<file path="src/design/sdsu_pkg.sv">
`timescale 1ns / 1ps

package sdsu_pkg;

   // Channel layout: ADC channels first, then the TDC channels
   localparam int ADC_CHANNELS = 8;
   localparam int TDC_CHANNELS = 16;
   localparam int TOTAL_CHANNELS = ADC_CHANNELS + TDC_CHANNELS;
   localparam int CHAN_W = 5;
   localparam int VAL_W = 13;
   localparam int WORD_W = 16;
   localparam int LEFT_W = 4;

   // Section marker words
   localparam logic [WORD_W-1:0] MARK_ADC    = 16'h1007;
   localparam logic [WORD_W-1:0] MARK_TDC_LO = 16'h2005;
   localparam logic [WORD_W-1:0] MARK_TDC_HI = 16'h2006;
   localparam logic [11:0] VALUE_MOD = 12'hfff;

   // Store write port
   typedef struct packed {
      logic                     en;
      logic [CHAN_W-1:0]        addr;
      logic signed [VAL_W-1:0]  data;
   } store_wr_type;

   // Store read request
   typedef struct packed {
      logic              en;
      logic [CHAN_W-1:0] addr;
   } store_rd_type;

   // Default content of a channel that was not written in this event
   function automatic logic signed [VAL_W-1:0] chan_default(input logic [CHAN_W-1:0] ch);
      int n;
      n = int'(ch);
      if (n < ADC_CHANNELS) begin
         return VAL_W'(-(n + 1));
      end
      return VAL_W'(-10 * (n - ADC_CHANNELS + 1));
   endfunction

endpackage

</file>
<file path="src/design/sdsu_chan_store.sv">
`timescale 1ns / 1ps

// Channel value memory with one valid bit per entry; an entry without its
// valid bit reads as the channel default.
module sdsu_chan_store (
   input  logic                                clock,
   input  logic                                reset,
   input  sdsu_pkg::store_wr_type              wr,
   input  sdsu_pkg::store_rd_type              rd,
   input  logic                                clear,
   output logic [sdsu_pkg::CHAN_W-1:0]         rd_chan,
   output logic signed [sdsu_pkg::VAL_W-1:0]   rd_value
);
   import sdsu_pkg::*;

   logic [VAL_W-1:0]          mem [TOTAL_CHANNELS];
   logic [TOTAL_CHANNELS-1:0] valid_ff;
   logic [TOTAL_CHANNELS-1:0] valid_in;
   logic [VAL_W-1:0]          rdata_ff;
   logic                      rvalid_ff;
   logic [CHAN_W-1:0]         raddr_ff;

   // Memory write and registered read
   always_ff @(posedge clock) begin
      if (wr.en) begin
         mem[wr.addr] <= wr.data;
      end
      if (rd.en) begin
         rdata_ff  <= mem[rd.addr];
         rvalid_ff <= valid_ff[rd.addr];
         raddr_ff  <= rd.addr;
      end
   end

   // Valid bits: set on write, all dropped by clear
   always_comb begin
      valid_in = valid_ff;
      if (clear) begin
         valid_in = '0;
      end
      if (wr.en) begin
         valid_in[wr.addr] = 1'b1;
      end
   end

   always_ff @(posedge clock) begin
      if (reset) begin
         valid_ff <= '0;
      end else begin
         valid_ff <= valid_in;
      end
   end

   assign rd_chan  = raddr_ff;
   assign rd_value = rvalid_ff ? signed'(rdata_ff) : chan_default(raddr_ff);

   // A clear without a write leaves no entry valid
   a_clear_empties: assert property (@(posedge clock) disable iff (reset)
      clear && !wr.en |=> valid_ff == '0)
      else $error("valid bits survive a clear");

endmodule

</file>
<file path="src/design/start_detector_subevent_unpacker.sv">
`timescale 1ns / 1ps

// Channel   Dir  Payload
// req_      in   tdata[15:0] word, tlast last_word
// rsp_      out  tdata[4:0] channel, tdata[17:5] value, tlast last
//
// One word per cycle while parsing. A word marked last starts a dump of
// 24 channel values, one per cycle through the store's read port. No word is
// taken from the last word's transfer until the dump has read its last
// channel, and for longer while results stall. The first result passes the
// store's read register and then the output register. Reset clears parse
// state and all valid bits; the stores read as their defaults at once. A
// stalled result holds the dump; the read pipeline stops without losing an entry.
module start_detector_subevent_unpacker (
   input  logic        clock,
   input  logic        reset,
   input  logic        req_tvalid,
   output logic        req_tready,
   input  logic [15:0] req_tdata,   // [15:0] word
   input  logic        req_tlast,
   output logic        rsp_tvalid,
   input  logic        rsp_tready,
   output logic [23:0] rsp_tdata,   // [4:0] channel, [17:5] value, rest zero
   output logic        rsp_tlast
);
   import sdsu_pkg::*;

   typedef enum logic [1:0] {
      ST_PARSE = 2'b01,
      ST_DUMP  = 2'b10
   } state_type;

   typedef enum logic [2:0] {
      MODE_SEARCH = 3'b001,
      MODE_COUNT  = 3'b010,
      MODE_DATA   = 3'b100
   } mode_type;

   typedef enum logic [1:0] {
      SEC_ADC    = 2'd0,
      SEC_TDC_LO = 2'd1,
      SEC_TDC_HI = 2'd2
   } section_type;

   localparam logic [CHAN_W-1:0] LAST_CHAN = CHAN_W'(TOTAL_CHANNELS - 1);

   state_type          st_ff, st_in;
   mode_type           mode_ff, mode_in;
   section_type        sec_ff, sec_in;
   logic [LEFT_W-1:0]  left_ff, left_in;
   logic               ended_ff, ended_in;
   logic [CHAN_W-1:0]  idx_ff, idx_in;
   logic               s1_vld_ff, s1_vld_in;
   logic               s1_last_ff, s1_last_in;
   logic               out_vld_ff, out_vld_in;
   logic               out_last_ff;
   logic [CHAN_W-1:0]  out_chan_ff;
   logic signed [VAL_W-1:0] out_val_ff;

   logic               accept;
   logic               s1_adv;
   logic               clear_store;
   store_wr_type       wr;
   store_rd_type       rd;
   logic [CHAN_W-1:0]  rd_chan;
   logic signed [VAL_W-1:0] rd_value;
   logic [2:0]         dch;
   logic [11:0]        low;
   logic [CHAN_W-1:0]  tdc_ch;

   assign accept = req_tvalid && req_tready;
   assign req_tready = (st_ff == ST_PARSE);
   assign s1_adv = s1_vld_ff && (!out_vld_ff || rsp_tready);

   // Data word decode
   assign dch = req_tdata[14:12];
   assign low = req_tdata[11:0];
   assign tdc_ch = (sec_ff == SEC_TDC_HI) ? CHAN_W'(dch) + CHAN_W'(8) : CHAN_W'(dch);

   always_comb begin
      wr.en   = 1'b0;
      wr.addr = '0;
      wr.data = (low == VALUE_MOD) ? '0 : VAL_W'(low);
      if (accept && !ended_ff && mode_ff == MODE_DATA) begin
         if (sec_ff == SEC_ADC) begin
            wr.en   = (int'(dch) < ADC_CHANNELS);
            wr.addr = CHAN_W'(dch);
         end else begin
            wr.en   = (int'(tdc_ch) < TDC_CHANNELS);
            wr.addr = tdc_ch + CHAN_W'(ADC_CHANNELS);
         end
      end
   end

   // Parser and dump sequencer
   always_comb begin
      st_in       = st_ff;
      mode_in     = mode_ff;
      sec_in      = sec_ff;
      left_in     = left_ff;
      ended_in    = ended_ff;
      idx_in      = idx_ff;
      rd.en       = 1'b0;
      rd.addr     = idx_ff;
      clear_store = 1'b0;
      s1_vld_in   = s1_vld_ff && !s1_adv;
      s1_last_in  = s1_last_ff;
      unique case (st_ff)
         ST_PARSE: begin
            if (accept) begin
               if (!ended_ff) begin
                  unique case (mode_ff) inside
                     MODE_DATA: begin
                        if (left_ff > LEFT_W'(1)) begin
                           left_in = left_ff - LEFT_W'(1);
                        end else begin
                           left_in = '0;
                           mode_in = MODE_SEARCH;
                        end
                     end
                     MODE_COUNT, MODE_SEARCH: begin
                        if (mode_ff == MODE_COUNT && req_tdata[15]) begin
                           left_in = LEFT_W'(dch) + LEFT_W'(1);
                           mode_in = MODE_DATA;
                        end else if (req_tdata == '0) begin
                           ended_in = 1'b1;
                           mode_in  = MODE_SEARCH;
                        end else if (req_tdata == MARK_ADC) begin
                           sec_in  = SEC_ADC;
                           mode_in = MODE_COUNT;
                        end else if (req_tdata == MARK_TDC_LO) begin
                           sec_in  = SEC_TDC_LO;
                           mode_in = MODE_COUNT;
                        end else if (req_tdata == MARK_TDC_HI) begin
                           sec_in  = SEC_TDC_HI;
                           mode_in = MODE_COUNT;
                        end else begin
                           mode_in = MODE_SEARCH;
                        end
                     end
                     default: mode_in = MODE_SEARCH;
                  endcase
               end
               if (req_tlast) begin
                  mode_in  = MODE_SEARCH;
                  sec_in   = SEC_ADC;
                  left_in  = '0;
                  ended_in = 1'b0;
                  idx_in   = '0;
                  st_in    = ST_DUMP;
               end
            end
         end
         ST_DUMP: begin
            if (!s1_vld_ff || s1_adv) begin
               rd.en      = 1'b1;
               s1_vld_in  = 1'b1;
               s1_last_in = (idx_ff == LAST_CHAN);
               idx_in     = idx_ff + CHAN_W'(1);
               if (idx_ff == LAST_CHAN) begin
                  clear_store = 1'b1;
                  idx_in      = '0;
                  st_in       = ST_PARSE;
               end
            end
         end
         default: st_in = ST_PARSE;
      endcase
   end

   assign out_vld_in = s1_adv || (out_vld_ff && !rsp_tready);

   always_ff @(posedge clock) begin
      if (reset) begin
         st_ff      <= ST_PARSE;
         mode_ff    <= MODE_SEARCH;
         sec_ff     <= SEC_ADC;
         left_ff    <= '0;
         ended_ff   <= 1'b0;
         idx_ff     <= '0;
         s1_vld_ff  <= 1'b0;
         s1_last_ff <= 1'b0;
         out_vld_ff <= 1'b0;
      end else begin
         st_ff      <= st_in;
         mode_ff    <= mode_in;
         sec_ff     <= sec_in;
         left_ff    <= left_in;
         ended_ff   <= ended_in;
         idx_ff     <= idx_in;
         s1_vld_ff  <= s1_vld_in;
         s1_last_ff <= s1_last_in;
         out_vld_ff <= out_vld_in;
      end
   end

   // Output register payload
   always_ff @(posedge clock) begin
      if (s1_adv) begin
         out_chan_ff <= rd_chan;
         out_val_ff  <= rd_value;
         out_last_ff <= s1_last_ff;
      end
   end

   sdsu_chan_store u_store (
      .clock    (clock),
      .reset    (reset),
      .wr       (wr),
      .rd       (rd),
      .clear    (clear_store),
      .rd_chan  (rd_chan),
      .rd_value (rd_value)
   );

   assign rsp_tvalid = out_vld_ff;
   assign rsp_tlast  = out_last_ff;
   assign rsp_tdata  = {6'd0, out_val_ff, out_chan_ff};

   // Data mode always has words outstanding, other modes none
   a_left_mode: assert property (@(posedge clock) disable iff (reset)
      (mode_ff == MODE_DATA) == (left_ff != '0))
      else $error("word count out of step with parse mode");

   // The final result of a dump is the last channel
   a_last_chan: assert property (@(posedge clock) disable iff (reset)
      out_vld_ff && out_last_ff |-> out_chan_ff == LAST_CHAN)
      else $error("dump ends on the wrong channel");

   // A last word starts a dump from channel zero
   a_dump_start: assert property (@(posedge clock) disable iff (reset)
      accept && req_tlast |=> st_ff == ST_DUMP && idx_ff == '0)
      else $error("last word did not start a dump");

endmodule

</file>
<file path="config.mk">
export PLATFORM = sky130hd
export DESIGN_NAME = start_detector_subevent_unpacker
export DESIGN_NICKNAME = d
export VERILOG_FILES = /design/src/design/sdsu_pkg.sv /design/src/design/sdsu_chan_store.sv /design/src/design/start_detector_subevent_unpacker.sv
export SDC_FILE = /design/constraint.sdc
export NUM_CORES = 1
export LEC_CHECK = 0
export ABC_CLOCK_PERIOD_IN_PS = 4520
export BUFFER_PORTS_ARGS = -buffer_cell sky130_fd_sc_hd__buf_2
export CAP_MARGIN = 15
export CORE_ASPECT_RATIO = 1.25
export CORE_MARGIN = 3
export CORE_UTILIZATION = 55
export DETAILED_ROUTE_END_ITERATION = 10
export GPL_TIMING_DRIVEN = 0
export PLACE_DENSITY_LB_ADDON = 0.25
export SLEW_MARGIN = 20
export SYNTH_ARGS = -nofsm -noshare
export SYNTH_HDL_FRONTEND = slang
export SYNTH_SLANG_ARGS = --single-unit
</file>
<file path="constraint.sdc">
create_clock -name clock -period 4.52 [get_ports clock]
set_input_delay 0.904 -clock clock [delete_from_list [all_inputs] [get_ports clock]]
set_output_delay 0.904 -clock clock [all_outputs]
set_load 0.03 [all_outputs]
</file>
==> flow_metrics.env <==
export IMPL_outcome="finished, final reports clean"
export IMPL_seq_area_frac_synth_pct=66.4
export IMPL_grt_pass1_vias=8790
export IMPL_ys_warn_count=0
export IMPL_fmax_ghz=0.237
export IMPL_ir_worst_vdd_mv=0.373
export IMPL_post_route_period_util_pct=93.5
export IMPL_place_ws_ps=189
export IMPL_die_w_um=159
export IMPL_synth_async_sr_flop_share_pct=0
export IMPL_worst_path_most_repeated_cell="ha_1"
export IMPL_cap_violations=0
export IMPL_cp_required_ps=4760
export IMPL_diodes=0
export IMPL_synth_area_mm2=0.0160
export IMPL_mostFrequentLayoutCells="325 x edfxtp_1, 76 x mux4_2, 67 x nor2_1, 45 x inv_1, 45 x buf_2"
export IMPL_setup_tns_ps=0
export IMPL_cts_buffer_depth=3
export IMPL_cts_sink_count=369
export IMPL_dieHeight_um=197
export IMPL_crit_path_max_incr_delay_ps=530
export IMPL_p_per_area_mw_per_mm2=375
export IMPL_ant_nets=0
export IMPL_setup_viol=0
export IMPL_overflow=0
export IMPL_routed_via_density=5.92
export IMPL_period_needed_ps=4230
export IMPL_cts_hold_buf=0
export IMPL_drt_first_pass_iters=5
export IMPL_pin_count=48
export IMPL_synth_edf_count=325
export IMPL_crit_path_start_kind="flip-flop"
export IMPL_grt_antenna_before_repair=0
export IMPL_hold_violations=0
export IMPL_synth_main_ff_cell="edfxtp_1"
export IMPL_portBuffers=38
export IMPL_cp_top_family="adder cells"
export IMPL_rrSetupSlack_ps=290
export IMPL_hold_path_class="reg2reg"
export IMPL_cts_buffers=36
export IMPL_fin_worst_skew_ps=14.8
export IMPL_final_common_cell="edfxtp_1"
export IMPL_cts_setup_buffers=0
export IMPL_path_class="reg2reg"
export IMPL_path_max_fanout=8
export IMPL_cp_buffers_inverters=3
export IMPL_drtIter0Drc=643
export IMPL_dieArea_mm2=0.0312
export IMPL_layout_setup_ws_ps=294
export IMPL_p_leak_nw=6.10
export IMPL_drc=0
export IMPL_rows=69
export IMPL_gp_congestion=0.852
export IMPL_synth_seq_cells=369
export IMPL_grt_util_all_layers_pct=22.7
export IMPL_routed_wirelength_um=34400
export IMPL_dpl_instance_area_mm2=0.0170
export IMPL_grt_max_degree=21
export IMPL_cts_root_buf="clkbuf_16"
export IMPL_path_clk_slew_ps=60
export IMPL_relSlewSlack_pct=27.7
export IMPL_area_delta_synth_final_pct=13.1
export IMPL_synth_avg_cell_area_um2=16.5
export IMPL_crit_slowest_cell="fa_1"
export IMPL_crit_path_cell_trace="ha_1, nand4b_1, xnor2_2, inv_1, ha_1, inv_1, fa_1, inv_1, ha_1, ha_1, or3_1, nand2b_1, o2bb2ai_1, xnor2_1, o21a_1, nor2_1"
export IMPL_wire_per_inst_um=23.2
export IMPL_cts_tree="yes"
export IMPL_rsz0062_at_grt="no"
export IMPL_vias=8779
export IMPL_worstSkewPairLatency_ps=510
export IMPL_critPathArrivalTime_ps=4460
export IMPL_endpoint_kind="flip-flop"
export IMPL_synth_distinct_cells=61
export IMPL_h_tree_depth=2
export IMPL_finalNetCount=1134
export IMPL_dp_final_hpwl_um=23800
export IMPL_drive_above_1_share_pct=22.4
export IMPL_core_area_mm2=0.0286
export IMPL_initial_utilization_pct=56.0
export IMPL_worst_pin_slew_ps=1080
export IMPL_grt_pass1_wl_um=52500
export IMPL_synthCells=973
export IMPL_finalInstanceArea_mm2=0.0181
export IMPL_drv_slew=0
worst reg2reg max path: cells and delay by family (launching register included):
kind | cells | cell delay [ps]
adder cells (fa/ha/maj) | 5 | 1650
AND/OR/NAND/NOR | 4 | 830
flip-flops | 1 | 520
XOR/XNOR | 2 | 480
AO/OA/AOI/OAI | 2 | 320
buffers and inverters | 3 | 160
stage by stage:
stage / std cells / hold slack, ps / power [mW] / util (%)
6_report: 1483 / 427 / 6.79 / 63.4
5_1_grt: 1483 / 434 / 6.98 / 63.4
4_1_cts: 1483 / 432 / 6.82 / 63.3
3_5_place_dp: 1420 / 418 / 3.97 / 59.3
3_3_place_gp: 1406 / 407 / 3.96 / 58.5
2_1_floorplan: 978 / 402 / 3.89 / -
worst paths after layout:
check                                 end                          from  cells past startpoint
max          out_val_ff[12]$_SDFFCE_PP0P_  u_store.rd_chan[1]$_DFFE_PP_                     16
min reg2reg  u_store.rd_chan[4]$_DFFE_PP_        idx_ff[4]$_SDFFE_PP0P_                      0
max reg2reg  out_val_ff[12]$_SDFFCE_PP0P_  u_store.rd_chan[1]$_DFFE_PP_                     16
min          u_store.rd_chan[4]$_DFFE_PP_        idx_ff[4]$_SDFFE_PP0P_                      0
kinds of logic after synthesis:
group	count (synthesis)	synth area share, %
mux	107	14.2
fa+ha+maj	45	3.80
simple gates	212	6.52
compound gates	115	4.55
buf+inv	99	2.96
other cells	1	0.0234
xor+xnor	25	1.55
flops	369	66.4
routing by layer:
metal | vias to the layer above | GRT usage (%) | part of all wire, %
li1 | 3963 | - | -
met5 | - | 0 | 0
met4 | 0 | 9.31 | 4.2
met3 | 70 | 3.05 | 5.1
met2 | 327 | 37.7 | 51
met1 | 4419 | 30.6 | 40
power breakdown:
part	internal [mW]	switching, mW
logic	0.0671	0.134
clock network	1.67	1.22
registers	3.70	0.00200
area by class of cell:
cell class	count	area [µm²]
timing repair buffer	52	370
tap	390	488
clock buffer	46	990
inverter	45	169
buffer	54	305
fill	2034	10500
clock inverter	17	148
sequential	369	10600
multi-input combinational	510	5010
cells in the mapped netlist, types with 13 or more instances:
cell	count	area [µm²]
nor2b_1	21	131
mux2i_1	14	140
o21ai_0	21	105
a22oi_1	20	150
ha_1	39	488
nand2_1	32	120
dfxtp_1	44	881
clkbuf_1	29	109
nor2_1	86	323
inv_1	45	169
xnor2_1	13	114
a21oi_1	39	195
mux4_2	76	1710
mux4_1	15	394
edfxtp_1	325	9760
state kept, by name, indices dropped and copies added (netlist names), 2 cells and up:
signal / count
u_store.mem: 288
u_store.valid_ff: 24
out_val_ff: 13
u_store.rdata_ff: 12
idx_ff: 5
out_chan_ff: 5
u_store.rd_chan: 5
left_ff: 4
mode_ff: 3
sec_ff: 2
st_ff: 2
repair_timing:
action                                  CTS  global route
endpoints found under the hold margin     0             0
endpoints found under the setup margin    0             3
gates resized for setup                   0             1
Note: power is estimated with default switching activity, not from simulation.
